[src/rtl/ipv4hrc_pkg.sv]
// Shared types and constants for the IPv4 receive header check.
// Holds the byte positions within the header, the verdict codes and the checksum fold.
// Depends on nothing.
package ipv4hrc_pkg;

   localparam int HEADER_BYTES = 20;
   localparam int INDEX_BITS   = 5;

   // Byte positions within the fixed 20-byte header.
   localparam logic [INDEX_BITS-1:0] IDX_VERSION_IHL = 5'd0;
   localparam logic [INDEX_BITS-1:0] IDX_TOTLEN_LO   = 5'd3;
   localparam logic [INDEX_BITS-1:0] IDX_PROTOCOL    = 5'd9;
   localparam logic [INDEX_BITS-1:0] IDX_CHECKSUM_LO = 5'd11;
   localparam logic [INDEX_BITS-1:0] IDX_DEST_FIRST  = 5'd16;
   localparam logic [INDEX_BITS-1:0] IDX_LAST        = INDEX_BITS'(HEADER_BYTES - 1);

   localparam logic [7:0] VERSION_IHL_PLAIN = 8'h45;
   localparam logic [7:0] PROTO_TCP         = 8'h06;
   localparam logic [7:0] PROTO_UDP         = 8'd17;

   typedef enum logic [2:0] {
      VERDICT_TCP        = 3'd0,
      VERDICT_UDP        = 3'd1,
      VERDICT_IGNORED    = 3'd2,
      VERDICT_BAD_SUM    = 3'd3,
      VERDICT_WRONG_DEST = 3'd4,
      VERDICT_TOO_LONG   = 3'd5,
      VERDICT_BAD_VER    = 3'd6
   } verdict_type;

   // Folds a 20-bit sum to 16 bits with end-around carry and complements it.
   function automatic logic [15:0] fold_complement(input logic [19:0] sum);
      logic [16:0] first;
      logic [16:0] second;
      first  = 17'(sum[19:16]) + 17'(sum[15:0]);
      second = 17'(first[15:0]) + 17'(first[16]);
      return ~second[15:0];
   endfunction

endpackage

[src/rtl/ipv4_header_receive_check_core.sv]
// IPv4 receive header check: top level.
// Checksum, destination, length and version checks with a registered verdict.
// Depends on ipv4hrc_pkg.

// The block takes the 20 bytes of a received IPv4 header on the req_ channel,
// one byte per transfer in wire order, with req_header_start marking the first
// byte and carrying the frame length along with it. A new byte can be taken in
// every clock cycle. After the 20th byte, one result transfer on the rsp_
// channel reports the verdict (checksum, destination, total length against
// frame length, version/IHL, then TCP/UDP/other), the total length field and
// the protocol field; it appears in the cycle after the last byte is transferred.
// The result sits in an output register, so header bytes keep flowing while it
// waits; only the last byte of the following header is held off (req_ready
// low) until the previous result has been transferred. A start byte always
// restarts the header, dropping a partial one without a result, and bytes
// outside a header are swallowed. The local address is written through the
// csr_ channel, which is always ready and should only be written while no
// header is in progress and no result is pending.
module ipv4_header_receive_check_core
   import ipv4hrc_pkg::*;
(
   input  logic        clock,
   input  logic        reset,

   input  logic        csr_valid,
   output logic        csr_ready,
   input  logic [31:0] csr_local_address,

   input  logic        req_valid,
   output logic        req_ready,
   input  logic [7:0]  req_data_byte,
   input  logic        req_header_start,
   input  logic [15:0] req_frame_length,

   output logic        rsp_valid,
   input  logic        rsp_ready,
   output logic [2:0]  rsp_verdict,
   output logic [15:0] rsp_datagram_length,
   output logic [7:0]  rsp_protocol_number
);

   // Control state.
   logic [INDEX_BITS-1:0] byte_index_ff, byte_index_in;
   logic                  rsp_valid_ff, rsp_valid_in;
   logic [31:0]           local_address_ff, local_address_in;

   // Header fields collected while the bytes stream past.
   logic [19:0] sum_ff, sum_in;
   logic [7:0]  high_byte_ff, high_byte_in;
   logic [15:0] checksum_ff, checksum_in;
   logic [31:0] dest_ff, dest_in;
   logic [15:0] totlen_ff, totlen_in;
   logic [7:0]  version_ff, version_in;
   logic [7:0]  protocol_ff, protocol_in;
   logic [15:0] frame_len_ff, frame_len_in;

   // Result register.
   verdict_type rsp_verdict_ff, rsp_verdict_in;
   logic [15:0] rsp_length_ff, rsp_length_in;
   logic [7:0]  rsp_protocol_ff, rsp_protocol_in;

   logic                  req_fire;
   logic                  in_header;
   logic [INDEX_BITS-1:0] cur_index;
   logic [15:0]           word;
   logic [19:0]           sum_final;
   logic [31:0]           dest_final;
   logic                  result_fire;
   verdict_type           verdict;

   // The configuration register is always ready to be written.
   assign csr_ready = 1'b1;

   // Only the last header byte produces a result, so only that byte has to
   // wait for a stalled result to drain.
   assign req_ready = !(rsp_valid_ff && !rsp_ready && byte_index_ff == IDX_LAST);
   assign req_fire  = req_valid && req_ready;

   // A start byte always begins at position zero; other bytes only count
   // while a header is open.
   assign in_header = req_header_start || (byte_index_ff != '0 && byte_index_ff <= IDX_LAST);
   assign cur_index = req_header_start ? IDX_VERSION_IHL : byte_index_ff;

   assign word        = {high_byte_ff, req_data_byte};
   assign result_fire = req_fire && in_header && cur_index == IDX_LAST;

   // The final word and the last destination byte arrive with the last byte,
   // so the verdict is formed from the stored fields plus the incoming byte.
   assign sum_final  = sum_ff + 20'(word);
   assign dest_final = {dest_ff[23:0], req_data_byte};

   always_comb begin
      if (fold_complement(sum_final) != checksum_ff) begin
         verdict = VERDICT_BAD_SUM;
      end else if (dest_final != local_address_ff) begin
         verdict = VERDICT_WRONG_DEST;
      end else if (totlen_ff > frame_len_ff) begin
         verdict = VERDICT_TOO_LONG;
      end else if (version_ff != VERSION_IHL_PLAIN) begin
         verdict = VERDICT_BAD_VER;
      end else if (protocol_ff == PROTO_TCP) begin
         verdict = VERDICT_TCP;
      end else if (protocol_ff == PROTO_UDP) begin
         verdict = VERDICT_UDP;
      end else begin
         verdict = VERDICT_IGNORED;
      end
   end

   always_comb begin
      byte_index_in    = byte_index_ff;
      local_address_in = local_address_ff;
      sum_in           = sum_ff;
      high_byte_in     = high_byte_ff;
      checksum_in      = checksum_ff;
      dest_in          = dest_ff;
      totlen_in        = totlen_ff;
      version_in       = version_ff;
      protocol_in      = protocol_ff;
      frame_len_in     = frame_len_ff;
      rsp_verdict_in   = rsp_verdict_ff;
      rsp_length_in    = rsp_length_ff;
      rsp_protocol_in  = rsp_protocol_ff;

      if (csr_valid && csr_ready) begin
         local_address_in = csr_local_address;
      end

      if (req_fire) begin
         if (!in_header) begin
            byte_index_in = '0;
         end else begin
            if (req_header_start) begin
               sum_in       = '0;
               frame_len_in = req_frame_length;
            end

            // Even positions hold the high byte of a word; odd ones complete it.
            // The checksum word is latched instead of summed.
            if (!cur_index[0]) begin
               high_byte_in = req_data_byte;
            end else if (cur_index == IDX_CHECKSUM_LO) begin
               checksum_in = word;
            end else begin
               sum_in = req_header_start ? 20'(word) : sum_final;
            end

            if (cur_index == IDX_TOTLEN_LO) begin
               totlen_in = word;
            end
            if (cur_index == IDX_VERSION_IHL) begin
               version_in = req_data_byte;
            end
            if (cur_index == IDX_PROTOCOL) begin
               protocol_in = req_data_byte;
            end
            if (cur_index >= IDX_DEST_FIRST) begin
               dest_in = dest_final;
            end

            byte_index_in = (cur_index == IDX_LAST) ? '0 : cur_index + 1'b1;
         end
      end

      if (result_fire) begin
         rsp_verdict_in  = verdict;
         rsp_length_in   = totlen_ff;
         rsp_protocol_in = protocol_ff;
      end

      if (result_fire) begin
         rsp_valid_in = 1'b1;
      end else if (rsp_ready) begin
         rsp_valid_in = 1'b0;
      end else begin
         rsp_valid_in = rsp_valid_ff;
      end
   end

   always_ff @(posedge clock) begin
      if (reset) begin
         byte_index_ff    <= '0;
         rsp_valid_ff     <= 1'b0;
         local_address_ff <= '0;
      end else begin
         byte_index_ff    <= byte_index_in;
         rsp_valid_ff     <= rsp_valid_in;
         local_address_ff <= local_address_in;
      end
   end

   always_ff @(posedge clock) begin
      sum_ff          <= sum_in;
      high_byte_ff    <= high_byte_in;
      checksum_ff     <= checksum_in;
      dest_ff         <= dest_in;
      totlen_ff       <= totlen_in;
      version_ff      <= version_in;
      protocol_ff     <= protocol_in;
      frame_len_ff    <= frame_len_in;
      rsp_verdict_ff  <= rsp_verdict_in;
      rsp_length_ff   <= rsp_length_in;
      rsp_protocol_ff <= rsp_protocol_in;
   end

   assign rsp_valid           = rsp_valid_ff;
   assign rsp_verdict         = rsp_verdict_ff;
   assign rsp_datagram_length = rsp_length_ff;
   assign rsp_protocol_number = rsp_protocol_ff;

   // A result only appears after the last byte of a header was transferred.
   a_result_from_last_byte: assert property (@(posedge clock) disable iff (reset)
      $rose(rsp_valid_ff) |-> $past(req_valid && req_ready && !req_header_start
                                    && byte_index_ff == IDX_LAST))
      else $error("result appeared without a completed header");

   // The byte position never runs past the end of the header.
   a_index_in_range: assert property (@(posedge clock) disable iff (reset)
      byte_index_ff <= IDX_LAST)
      else $error("byte index beyond header");

   // A start byte always leaves the block waiting for the second byte.
   a_start_restarts: assert property (@(posedge clock) disable iff (reset)
      req_valid && req_ready && req_header_start |=> byte_index_ff == 5'd1)
      else $error("start byte did not restart the header");

   // A pending result is never overwritten by the next header's verdict.
   a_no_overwrite: assert property (@(posedge clock) disable iff (reset)
      rsp_valid_ff && !rsp_ready |=> $stable(rsp_verdict_ff) && $stable(rsp_length_ff))
      else $error("pending result overwritten");

endmodule

[config.mk]
export PLATFORM = sky130hd
export DESIGN_NAME = ipv4_header_receive_check_core
export DESIGN_NICKNAME = d
export VERILOG_FILES = /design/src/rtl/ipv4hrc_pkg.sv /design/src/rtl/ipv4_header_receive_check_core.sv
export SDC_FILE = /design/constraint.sdc
export NUM_CORES = 1
export LEC_CHECK = 0
export BUFFER_PORTS_ARGS = -buffer_cell sky130_fd_sc_hd__clkbuf_2
export CAP_MARGIN = 40
export CORE_MARGIN = 4
export CORE_UTILIZATION = 58
export CTS_CLUSTER_DIAMETER = 150
export DETAILED_ROUTE_END_ITERATION = 10
export PLACE_DENSITY = 0.79
export SYNTH_ARGS = -nofsm -noshare
export SYNTH_HDL_FRONTEND = slang
export SYNTH_SLANG_ARGS = --single-unit
[constraint.sdc]
create_clock -name clock -period 9.9 [get_ports clock]
set_input_delay 0.495 -clock clock [delete_from_list [all_inputs] [get_ports clock]]
set_output_delay 0.495 -clock clock [all_outputs]
set_load 0.05 [all_outputs]
==> Flow_metrics.wiki, run 1 <==
{| class="wikitable"
! Metric !! Value
|-
| Status || finished clean
|-
| H-tree level count || 4
|-
| Mapped Cells || around 760
|-
| Per-cell via count in the routed design || between 5 and 6
|-
| Int Power || 1.32 mW
|-
| Final setup violation count || 0
|-
| Depth of the critical timing path with buffers and inverters included || 29
|-
| Seq cells post-synth || 181
|-
| Yosys Warn Count || 0
|-
| Synth unique cells || 76
|-
| Clock-pin slew of the registers on the worst-case setup and hold paths || 70 ps
|-
| Fin nets || 960
|-
| Global route total overflow || 0
|-
| Placement-stage cell area || between 9000 and 10000 um^2
|-
| Summed instance area of the synthesized netlist || 9020 um^2
|-
| Overall fraction of global-route tracks in use || 23.7%
|-
| Chip width || 133 um
|-
| HPWL after detailed placement || 15.0 mm
|-
| Wire length of the first global-routing pass || 32.5 mm
|-
| DR vias || between 6000 and 7000
|-
| Setup_tns || 0 ps
|-
| Final cycle utilization of the critical path || 73.6%
|-
| Utilization of the core after routing || 67.6%
|-
| Synth Flop Type || sky130_fd_sc_hd__edfxtp_1
|-
| Number of diodes || 0
|-
| Post-route design area || 10300 um^2
|-
| Start-to-end type of the worst setup path || reg2reg
|-
| Slew Limit Fails || 0
|-
| Starting DRT DRC Count || 378
|-
| Number of antenna-violating nets in the routed design || 0
|-
| Antenna violations before repair || 0
|-
| Worst Path Max Fanout || 8
|-
| Full die area || 17600 um^2
|-
| Worst setup path endpoint || rsp_verdict[1]$_SDFFCE_PP1P_
|-
| Logic pwr share || 16.2%
|-
| Number of DRC violations after detailed routing || 0
|-
| Power density over the cells || 176 nW/um^2
|-
| Sequential share of the synthesized area || between 50% and 60%
|-
| Proportion of layout cells with a drive suffix above 1 || 16.9%
|-
| Worst-skew pair later-pin latency || 430 ps
|-
| Layout area overhead || 13.9%
|-
| Maximum clock path buffer count || 2
|-
| Max-cap violations || 0
|-
| Worst path buffer plus inverter count || 2
|-
| Core region area || 15200 um^2
|-
| Effective utilization at floorplan || 59.3%
|-
| Synthesized Nets || between 800 and 900
|-
| Register-to-Register Path Depth || 29
|-
| Worst rel slew slack || approximately two fifths
|-
| Routability-driven placement congestion ratio || 0.927
|-
| Critical path launch point type || flop
|-
| Net switching power figure || just under 500 uW
|-
| Unrepaired setup endpoints after global routing || no
|-
| TritonCTS clock tree || built
|-
| Quantity of I/O buffers inserted on ports || 90
|-
| CTS buffer count || 17
|-
| Root buffer cell || sky130_fd_sc_hd__clkbuf_16
|-
| Minimum clock period || approximately 7300 ps
|-
| Worst path arrival time || 7450 ps
|-
| Post-synth ARST share || 0%
|-
| Post-synth EDFFs || 143
|-
| Minimum setup slack in the final design || 2610 ps
|-
| Resized Gates After CTS || 0
|-
| Iteration count of the initial detailed-routing pass || 5
|-
| Slowest stage cell, crit path || sky130_fd_sc_hd__edfxtp_1
|-
| Fmax || 0.137 GHz
|-
| Kind of end point of the critical path || flop
|-
| Slew at the pin closest to its max-slew limit || 903 ps
|-
| Startpoint of the lowest-slack register-to-register path || high_byte_ff[0]$_DFFE_PP_
|-
| Crit path launch || high_byte_ff[0]$_DFFE_PP_
|-
| TritonCTS Sinks || 181
|-
| Count of boundary I/O pins || 92
|-
| Clock power frac || 36.3%
|-
| Post-CTS Setup Repair Bufs || 0
|-
| Worst ir drop on vdd || between 0.15 and 0.2 mV
|-
| Reg-to-reg slack, setup || 2610 ps
|-
| Total number of placement rows || 45
|-
| Worst Clk Skew || 11.1 ps
|-
| Reported leakage power || roughly 4.1 nW
|-
| Number of global-route vias before repair || 6287
|-
| Leading cell types in the layout, fill and taps excluded || 143 x sky130_fd_sc_hd__edfxtp_1, 90 x sky130_fd_sc_hd__clkbuf_2, 76 x sky130_fd_sc_hd__nor2_1
|-
| Worst hold-check path type || in2reg
|-
| Worst path max stage delay || 510 ps
|-
| Switch share || 26.9%
|-
| Flop pwr share || between 40% and 50%
|-
| Number of failing hold endpoints at the final stage || 0
|-
| Mean post-synth cell area || 11.9 um^2
|-
| Most common cell after layout, fill and taps aside || sky130_fd_sc_hd__edfxtp_1
|-
| Routed WL || 20.5 mm
|-
| Pin count of the biggest net entering global routing || 39
|-
| DR WL/cell || 19.4 um
|-
| Cell type group with the largest total delay on the critical path || compound AO/OA/AOI/OAI gates
|-
| Die height || 133 um
|-
| WP data required || ~10000 ps
|-
| Worst setup timing slack at the placement stage || 2390 ps
|-
| Number of buffers inserted by hold repair at cts || 0
|-
| Reg-to-reg endpoint || rsp_verdict[1]$_SDFFCE_PP1P_
|}
==> metal layers <==
layer,up-vias,track usage [%],part of all wire (%)
met3,29,5.89,5.2
li1,2994,-,-
met4,0,6.35,1.5
met1,3012,30.8,44
met5,-,0,0
met2,166,39.8,50
==> Yosys cell counts (4+ instances only) <==
master                       n  area [um^2]
sky130_fd_sc_hd__o21ai_0    34          170
sky130_fd_sc_hd__nor2_1     76          285
sky130_fd_sc_hd__edfxtp_1  143         4290
sky130_fd_sc_hd__a22oi_1     4         30.0
sky130_fd_sc_hd__clkbuf_1   11         41.3
sky130_fd_sc_hd__buf_1       5         18.8
sky130_fd_sc_hd__a211oi_1    6         45.0
sky130_fd_sc_hd__nand2b_1    5         31.3
sky130_fd_sc_hd__a21oi_1    28          140
sky130_fd_sc_hd__ha_1       41          513
sky130_fd_sc_hd__and2_1      7         43.8
sky130_fd_sc_hd__nand2_1    30          113
sky130_fd_sc_hd__nor4_1     16          100
sky130_fd_sc_hd__o21a_1      8         60.1
sky130_fd_sc_hd__nor2b_1    10         62.6
sky130_fd_sc_hd__and3_1     11         68.8
sky130_fd_sc_hd__nand3_1    25          125
sky130_fd_sc_hd__mux2i_1    33          330
sky130_fd_sc_hd__a21o_1      7         52.6
sky130_fd_sc_hd__xnor2_1    37          324
sky130_fd_sc_hd__nor3_1     12         60.1
sky130_fd_sc_hd__dfxtp_1    38          761
sky130_fd_sc_hd__inv_1      35          131
sky130_fd_sc_hd__nand4_1     8         50.1
sky130_fd_sc_hd__a31oi_1     5         31.3
sky130_fd_sc_hd__or2_2       4         25.0
sky130_fd_sc_hd__xor2_1     47          412
==> worst register-to-register path: cells and delay by family (launching register included) <==
| family | cells | cell delay [ps] |
|---|---|---|
| AO/OA/AOI/OAI | 10 | 2380 |
| AND/OR/NAND/NOR | 11 | 2290 |
| adder cells (fa/ha/maj) | 4 | 1270 |
| flip-flops | 1 | 510 |
| XOR/XNOR | 2 | 390 |
| buffers and inverters | 2 | 170 |
==> stage by stage <==
step                      hold WS, ps  std cells  power [mW]
after floorplan                   426        758        1.08
after global placement            438       1021        1.15
after detailed placement          438       1024        1.16
after CTS                         214       1056        1.81
after global routing              212       1056        1.88
final                             231       1056        1.80
==> how the worst min path moves through the flow <==
| stage | start | end | slack, ps | depth (start not counted) |
|---|---|---|---|---|
| 6_report | req_frame_length[9] | frame_len_ff[9]$_DFFE_PP_ | 230 | 1 |
| 5_1_grt | req_frame_length[9] | frame_len_ff[9]$_DFFE_PP_ | 210 | 1 |
| 4_1_cts | req_frame_length[9] | frame_len_ff[9]$_DFFE_PP_ | 210 | 1 |
| 3_5_place_dp | protocol_ff[3]$_DFFE_PP_ | rsp_protocol_number[3]$_DFFE_PP_ | 440 | 0 |
| 3_3_place_gp | totlen_ff[0]$_DFFE_PP_ | rsp_datagram_length[0]$_DFFE_PP_ | 440 | 0 |
| 2_1_floorplan | totlen_ff[0]$_DFFE_PP_ | rsp_datagram_length[0]$_DFFE_PP_ | 430 | 0 |
==> state kept, by name (all words and copies together), names as in the netlist <==
| signal | flops |
|---|---|
| byte_index_ff | 5 |
| checksum_ff | 16 |
| dest_ff | 24 |
| frame_len_ff | 16 |
| high_byte_ff | 8 |
| local_address_ff | 32 |
| protocol_ff | 8 |
| rsp_datagram_length | 16 |
| rsp_protocol_number | 8 |
| rsp_valid | 1 |
| rsp_verdict | 3 |
| sum_ff | 20 |
| totlen_ff | 16 |
| version_ff | 8 |
==> layout make-up <==
class                           instances  area, um^2
Clock buffer                           20         447
Multi-Input combinational cell        522        3750
Timing Repair Buffer                   97         531
Fill cell                            1103        4930
Clock inverter                         12         123
Tap cell                              188         235
Sequential cell                       181        5050
Inverter                               36         135
==> power by group through the flow <==
stage	clock, mW	combinational (mW)	sequential, mW
6_report	0.656	0.292	0.856
3_5_place_dp	0	0.288	0.873
2_1_floorplan	0	0.216	0.867
5_1_grt	0.702	0.322	0.858
3_3_place_gp	0	0.281	0.872
4_1_cts	0.664	0.291	0.857
==> logic make-up after synthesis <==
logic type | share of synthesized area (%)
AO/OA/AOI/OAI | 10.5
buffers and inverters | 2.50
adder cells (fa/ha/maj) | 6.13
AND/OR/NAND/NOR | 12.7
multiplexers | 3.66
other | 0.0416
XOR/XNOR | 8.41
flip-flops | 56.0
Power figures use the tool's default switching activity.
==> inputs of run 2 (changes only) <==
CORE_UTILIZATION = 54   (was 58)
PLACE_DENSITY = 0.77   (was 0.79)
clock period = 6.22 ns   (was 9.9 ns; I/O delays follow)
==> Flow_metrics.wiki, run 2 (synthesized netlist as in run 1, its figures left out) <==
{| class="wikitable"
! Metric !! Value
|-
| Effective utilization at floorplan || 56.0% (-3.4 points)
|-
| Multi-input gate area || 3920 um^2 (+4.5%)
|-
| Reported leakage power || 4.29 nW (+4.3%)
|-
| Flip-flop count of the largest register after layout || 32 (unchanged)
|-
| Status || finished clean
|-
| Number of antenna-violating nets in the routed design || 0 (unchanged)
|-
| Critical path launch point type || flop
|-
| Final setup violation count || 0 (unchanged)
|-
| H-tree level count || 4 (unchanged)
|-
| Count of boundary I/O pins || 92 (unchanged)
|-
| Routability-driven placement congestion ratio || 0.929 (+0.29%)
|-
| Startpoint of the lowest-slack register-to-register path || sum_ff[0]$_DFFE_PP_
|-
| Fin nets || 992 (+3.3%)
|-
| Overall fraction of global-route tracks in use || 22.3% (-1.4 points)
|-
| Largest register by flop count || local_address_ff
|-
| Slew Limit Fails || 0 (unchanged)
|-
| Area taken by flip-flops and latches || 5050 um^2 (unchanged)
|-
| Fill cell total of the finished layout || 1206 (+9.3%)
|-
| Placed insts || 1081 (+5.6%)
|-
| Core region area || 16100 um^2 (+6.0%)
|-
| Full die area || 18800 um^2 (+7.0%)
|-
| Fmax || 0.166 GHz (+21%)
|-
| DR WL/cell || 18.2 um (-6.2%)
|-
| Minimum clock period || 6010 ps (-1270 ps)
|-
| Number of failing hold endpoints at the final stage || 0 (unchanged)
|-
| Worst Path Max Fanout || 4 (-4)
|-
| Die height || 137 um (+3.4%)
|-
| Reg-to-reg slack, setup || 210 ps (-2410 ps)
|-
| Reg-to-reg endpoint || rsp_verdict[2]$_SDFFCE_PP0P_
|-
| Power density over the cells || 277 nW/um^2 (+58%)
|-
| Slowest stage cell, crit path || sky130_fd_sc_hd__fa_1
|-
| Maximum clock path buffer count || 2 (unchanged)
|-
| Worst-skew pair later-pin latency || 430 ps (about the same)
|-
| Max-cap violations || 0 (unchanged)
|-
| TritonCTS clock tree || built
|-
| Chip width || 137 um (+3.4%)
|-
| Number of buffers inserted by hold repair at cts || 0 (unchanged)
|-
| Final-layout worst hold slack || 54.1 ps (-177 ps)
|-
| Registers with the most flip-flops || local_address_ff (32), dest_ff (24), sum_ff (20)
|-
| TritonCTS Sinks || 181 (unchanged)
|-
| Register-to-Register Path Depth || 31 (+6.9%)
|-
| Wire length of the first global-routing pass || 31.8 mm (-2.1%)
|-
| Source of the worst hold timing path || req_frame_length[10]
|-
| Starting DRT DRC Count || 505 (+34%)
|-
| Final Instance Count excl. Fillers || 1116 (+5.7%)
|-
| CTS buffer count || 17 (unchanged)
|-
| Root buffer cell || sky130_fd_sc_hd__clkbuf_16
|-
| Leading cell types in the layout, fill and taps excluded || 143 x sky130_fd_sc_hd__edfxtp_1, 90 x sky130_fd_sc_hd__clkbuf_2, 76 x sky130_fd_sc_hd__nor2_1
|-
| Quantity of I/O buffers inserted on ports || 90 (unchanged)
|-
| Slew at the pin closest to its max-slew limit || 822 ps (-80.2 ps)
|-
| Clock-pin slew of the registers on the worst-case setup and hold paths || 70 ps (about the same)
|-
| Start-to-end type of the worst setup path || reg2reg
|-
| Proportion of layout cells with a drive suffix above 1 || 22.8% (+5.8 points)
|-
| Per-cell via count in the routed design || 5.69 (-3.0%)
|-
| Number of DRC violations after detailed routing || 0 (unchanged)
|-
| Number of diodes || 0 (unchanged)
|-
| Final cycle utilization of the critical path || 96.7% (+23 points)
|-
| Global route total overflow || 0 (unchanged)
|-
| Hold Path Sink || frame_len_ff[10]$_DFFE_PP_
|-
| Worst hold-check path type || in2reg
|-
| Worst rel slew slack || 44.8% (+5.1 points)
|-
| Routed WL || 20.3 mm (-0.89%)
|-
| Number of global-route vias before repair || 6176 (-1.8%)
|-
| WP data required || 6510 ps (-3550 ps)
|-
| Worst Clk Skew || 8.93 ps (-2.21 ps)
|-
| Layout area overhead || 19.2%
|-
| Antenna violations before repair || 1 (+1)
|-
| Total number of placement rows || 46 (+2.2%)
|-
| DR vias || 6355 (+2.5%)
|-
| Worst path max stage delay || 390 ps (-120 ps)
|-
| Kind of end point of the critical path || flop
|-
| Hold-critical path depth || 1 (unchanged)
|-
| Most common cell after layout, fill and taps aside || sky130_fd_sc_hd__edfxtp_1
|-
| Worst ir drop on vdd || 0.223 mV (+48%)
|-
| Pin count of the biggest net entering global routing || 39 (unchanged)
|-
| Iteration count of the initial detailed-routing pass || 5 (unchanged)
|-
| HPWL after detailed placement || 14.5 mm (-3.4%)
|-
| Worst path arrival time || 6300 ps (-1150 ps)
|}
-- run 2: critical path, delay by kind of cell (launching register included) --
| kind | cells | cell delay [ps] |
|---|---|---|
| buf+inv | 3 | 170 |
| simple gates | 9 | 1770 |
| xor+xnor | 3 | 400 |
| compound gates | 11 | 1790 |
| flops | 1 | 370 |
| fa+ha+maj | 5 | 1380 |
-- run 2: per-layer routing --
| metal | up-vias | GRT usage (%) | routed length [um] |
|---|---|---|---|
| li1 | 3056 | - | - |
| met1 | 2997 | 29.1 | 8600 |
| met2 | 251 | 36.4 | 9630 |
| met3 | 49 | 4.20 | 1430 |
| met4 | 2 | 9.59 | 629 |
| met5 | - | 0 | 13 |
-- run 2: worst max path at each step --
stage                                    from                           end  cells past startpoint  slack, ps
global placement             req_data_byte[0]  rsp_verdict[2]$_SDFFCE_PP0P_                     32        140
detailed placement           req_data_byte[0]  rsp_verdict[1]$_SDFFCE_PP1P_                     34       -130
floorplan                 sum_ff[1]$_DFFE_PP_  rsp_verdict[2]$_SDFFCE_PP0P_                     29        100
global route              sum_ff[0]$_DFFE_PP_  rsp_verdict[2]$_SDFFCE_PP0P_                     31        -90
finish                    sum_ff[0]$_DFFE_PP_  rsp_verdict[2]$_SDFFCE_PP0P_                     31        210
CTS                 high_byte_ff[0]$_DFFE_PP_  rsp_verdict[2]$_SDFFCE_PP0P_                     31         30
-- run 2: stage by stage --
step	utilization (%)	cell area [um^2]	power, mW	setup slack (ps)	setup TNS, ps
6_report	66.7	10800	2.97	207	0
5_1_grt	66.7	10800	3.10	-92.3	-214
4_1_cts	65.7	10600	2.96	29.7	0
3_5_place_dp	61.9	9970	1.87	-132	-364
3_3_place_gp	61.5	9910	1.86	138	0
2_1_floorplan	-	9020	1.72	104	0
-- run 2: cell type report --
| type | instances | area share (%) |
|---|---|---|
| clock inverters | 11 | 1.40 |
| inverters | 36 | 1.26 |
| clock buffers | 21 | 4.10 |
| flip-flops and latches | 181 | 47.0 |
| multi-input cells | 522 | 36.4 |
| well taps | 216 | 2.51 |
| repair buffers | 129 | 7.28 |
-- run 2: power by group --
part / leakage, nW / switching (mW) / internal (mW)
Clock: 0.290 / 0.451 / 0.637
Combinational: 2.37 / 0.300 / 0.223
Sequential: 1.63 / 0.0230 / 1.34
-- run 2: repair_timing --
action	4_1_cts	5_1_grt
endpoints found under the hold margin	0	0
gates resized for setup	7	30
buffers inserted	0	3
endpoints found under the setup margin	3	3
pin swaps	1	18
==> inputs of run 3 (changes only) <==
CORE_ASPECT_RATIO = 0.6   (was unset)
==> Flow_metrics.wiki, run 3 (synthesized netlist as in run 1, its figures left out) <==
{| class="wikitable"
! Metric !! Value
|-
| Worst ir drop on vdd || 0.172 mV (-23%)
|-
| DR vias || 6543 (+3.0%)
|-
| Proportion of layout cells with a drive suffix above 1 || 22.2% (-0.60 points)
|-
| Final Instance Count excl. Fillers || 1130 (+1.3%)
|-
| Minimum clock period || 5910 ps (-98.9 ps)
|-
| Core region area || 16300 um^2 (+1.2%)
|-
| Kind of end point of the critical path || flop
|-
| Pin count of the biggest net entering global routing || 39 (unchanged)
|-
| Startpoint of the lowest-slack register-to-register path || sum_ff[0]$_DFFE_PP_
|-
| Worst hold-check path type || in2reg
|-
| Number of buffers inserted by hold repair at cts || 0 (unchanged)
|-
| Start-to-end type of the worst setup path || reg2reg
|-
| Number of global-route vias before repair || 6248 (+1.2%)
|-
| Routability-driven placement congestion ratio || 0.941 (+1.2%)
|-
| Chip width || 175 um (+27%)
|-
| Largest register by flop count || local_address_ff
|-
| Leading cell types in the layout, fill and taps excluded || 143 x sky130_fd_sc_hd__edfxtp_1, 90 x sky130_fd_sc_hd__clkbuf_2, 76 x sky130_fd_sc_hd__nor2_1
|-
| Wire length of the first global-routing pass || 34.8 mm (+9.5%)
|-
| Final cycle utilization of the critical path || 95.1% (-1.6 points)
|-
| TritonCTS Sinks || 181 (unchanged)
|-
| HPWL after detailed placement || 16.0 mm (+11%)
|-
| Placement-stage cell area || 10000 um^2 (+0.25%)
|-
| Most common cell after layout, fill and taps aside || sky130_fd_sc_hd__edfxtp_1
|-
| Number of antenna-violating nets in the routed design || 0 (unchanged)
|-
| Flip-flop count of the largest register after layout || 32 (unchanged)
|-
| Reported leakage power || 4.28 nW (-0.12%)
|-
| Worst Clk Skew || 10.2 ps (+1.31 ps)
|-
| Count of boundary I/O pins || 92 (unchanged)
|-
| Register-to-Register Path Depth || 26 (-16%)
|-
| Fin nets || 994 (+0.20%)
|-
| WP data required || 6400 ps (-110 ps)
|-
| Fmax || 0.169 GHz (+1.7%)
|-
| Quantity of I/O buffers inserted on ports || 90 (unchanged)
|-
| Utilization of the core after routing || 65.6% (-1.1 points)
|-
| Worst path arrival time || 6090 ps (-210 ps)
|-
| CTS buffer count || 17 (unchanged)
|-
| Routed WL || 22.5 mm (+11%)
|-
| Minimum setup slack in the final design || 306 ps (+98.9 ps)
|-
| Clock-pin slew of the registers on the worst-case setup and hold paths || 70 ps (about the same)
|-
| Number of failing hold endpoints at the final stage || 0 (unchanged)
|-
| DR WL/cell || 19.9 um (+9.3%)
|-
| Iteration count of the initial detailed-routing pass || 5 (unchanged)
|-
| Source of the worst hold timing path || req_frame_length[3]
|-
| Total power || 2.97 mW (-0.25%)
|-
| Critical path launch point type || flop
|-
| Total number of placement rows || 36 (-22%)
|-
| Layout area overhead || 18.6%
|-
| Power density over the cells || 277 nW/um^2 (+0.22%)
|-
| Hold-critical path depth || 1 (unchanged)
|-
| Overall fraction of global-route tracks in use || 24.2% (+1.9 points)
|-
| Maximum clock path buffer count || 2 (unchanged)
|-
| Full die area || 18900 um^2 (+0.36%)
|-
| Effective utilization at floorplan || 55.3% (-0.65 points)
|-
| Reg-to-reg endpoint || rsp_verdict[0]$_SDFFCE_PP1P_
|-
| Global route total overflow || 0 (unchanged)
|-
| Status || finished clean
|-
| Number of diodes || 0 (unchanged)
|-
| Hold Path Sink || frame_len_ff[3]$_DFFE_PP_
|-
| Reg-to-reg slack, setup || 310 ps (+100 ps)
|-
| H-tree level count || 4 (unchanged)
|-
| Number of DRC violations after detailed routing || 0 (unchanged)
|-
| TritonCTS clock tree || built
|-
| Antenna violations before repair || 0 (-1)
|-
| Worst rel slew slack || 39.4% (-5.4 points)
|-
| Die height || 108 um (-21%)
|-
| Max-cap violations || 0 (unchanged)
|-
| Slew Limit Fails || 0 (unchanged)
|-
| Worst Path Max Fanout || 4 (unchanged)
|-
| Final-layout worst hold slack || 47.9 ps (-6.15 ps)
|-
| Registers with the most flip-flops || local_address_ff (32), dest_ff (24), sum_ff (20)
|-
| Slew at the pin closest to its max-slew limit || 903 ps (+80.4 ps)
|-
| Setup_tns || 0 ps (unchanged)
|-
| Post-route design area || 10700 um^2 (-0.48%)
|-
| Final setup violation count || 0 (unchanged)
|-
| Per-cell via count in the routed design || 5.79 (+1.7%)
|-
| Worst-skew pair later-pin latency || 440 ps (about the same)
|-
| Placed insts || 1096 (+1.4%)
|-
| Starting DRT DRC Count || 626 (+24%)
|-
| Root buffer cell || sky130_fd_sc_hd__clkbuf_16
|-
| Worst setup timing slack at the placement stage || -96.7 ps (+35.6 ps)
|}
==> run 3: changes by cell type in the layout (fill, tap and decap cells not counted), sizes merged <==
| cell | before | now |
|---|---|---|
| clkbuf | 111 | 108 |
| clkinvlp | 0 | 4 |
| bufinv | 3 | 1 |
| inv | 39 | 40 |
| buf | 39 | 41 |
==> run 3: worst max path at each step <==
| stage | from | end | cells after the start |
|---|---|---|---|
| 2_1_floorplan | sum_ff[1]$_DFFE_PP_ | rsp_verdict[2]$_SDFFCE_PP0P_ | 29 |
| 3_3_place_gp | req_data_byte[0] | rsp_verdict[2]$_SDFFCE_PP0P_ | 34 |
| 3_5_place_dp | high_byte_ff[0]$_DFFE_PP_ | rsp_verdict[0]$_SDFFCE_PP1P_ | 31 |
| 4_1_cts | sum_ff[0]$_DFFE_PP_ | rsp_verdict[2]$_SDFFCE_PP0P_ | 33 |
| 5_1_grt | sum_ff[0]$_DFFE_PP_ | rsp_verdict[2]$_SDFFCE_PP0P_ | 33 |
| 6_report | sum_ff[0]$_DFFE_PP_ | rsp_verdict[0]$_SDFFCE_PP1P_ | 26 |
==> run 3: cell type report <==
type / count / area (um^2)
multi-input cells: 522 / 3860
inverters: 36 / 135
fillers: 1269 / 5600
clock buffers: 18 / 439
flip-flops and latches: 181 / 5050
clock inverters: 14 / 145
repair buffers: 131 / 786
well taps: 228 / 285
==> run 3: timing repair <==
action / in CTS / in global routing
endpoints found under the setup margin: 3 / 3
pin swaps: 0 / 13
gates resized for setup: 3 / 20
buffers inserted: 0 / 2
==> run 3: layer usage <==
| layer | global-route usage (%) | share of wire [%] | vias to the layer above |
|---|---|---|---|
| li1 | - | - | 3060 |
| met3 | 5.77 | 10 | 26 |
| met4 | 6.33 | 1.2 | 0 |
| met5 | 0 | 0 | - |
| met1 | 37.4 | 47 | 3142 |
| met2 | 34.1 | 41 | 315 |
==> run 3: power by group <==
| group | switching [mW] | leakage (nW) | internal, mW |
|---|---|---|---|
| Clock | 0.495 | 0.275 | 0.573 |
| Combinational | 0.314 | 2.38 | 0.221 |
| Sequential | 0.0239 | 1.63 | 1.34 |
| Total | 0.832 | 4.28 | 2.13 |
==> run 3: worst max-delay path, stage by stage, from the launching register on <==
cell and delay (ps):
sky130_fd_sc_hd__edfxtp_1 360, sky130_fd_sc_hd__ha_1 180, sky130_fd_sc_hd__inv_1 60, sky130_fd_sc_hd__fa_1 400, sky130_fd_sc_hd__nand2b_4 170, sky130_fd_sc_hd__a21o_1 210
sky130_fd_sc_hd__a21boi_2 230, sky130_fd_sc_hd__o31ai_4 100, sky130_fd_sc_hd__a21oi_2 210, sky130_fd_sc_hd__a21o_1 180, sky130_fd_sc_hd__a21oi_4 80, sky130_fd_sc_hd__buf_4 150
sky130_fd_sc_hd__nor2_1 120, sky130_fd_sc_hd__xor2_1 80, sky130_fd_sc_hd__ha_1 370, sky130_fd_sc_hd__nand3_1 120, sky130_fd_sc_hd__a21boi_0 350, sky130_fd_sc_hd__nor2_1 190
sky130_fd_sc_hd__or3_1 370, sky130_fd_sc_hd__a211oi_1 340, sky130_fd_sc_hd__and4_2 350, sky130_fd_sc_hd__o2111ai_1 150, sky130_fd_sc_hd__or3_1 350, sky130_fd_sc_hd__a21oi_1 160
sky130_fd_sc_hd__o21ai_1 100, sky130_fd_sc_hd__a21oi_2 190, sky130_fd_sc_hd__o21ai_0 100
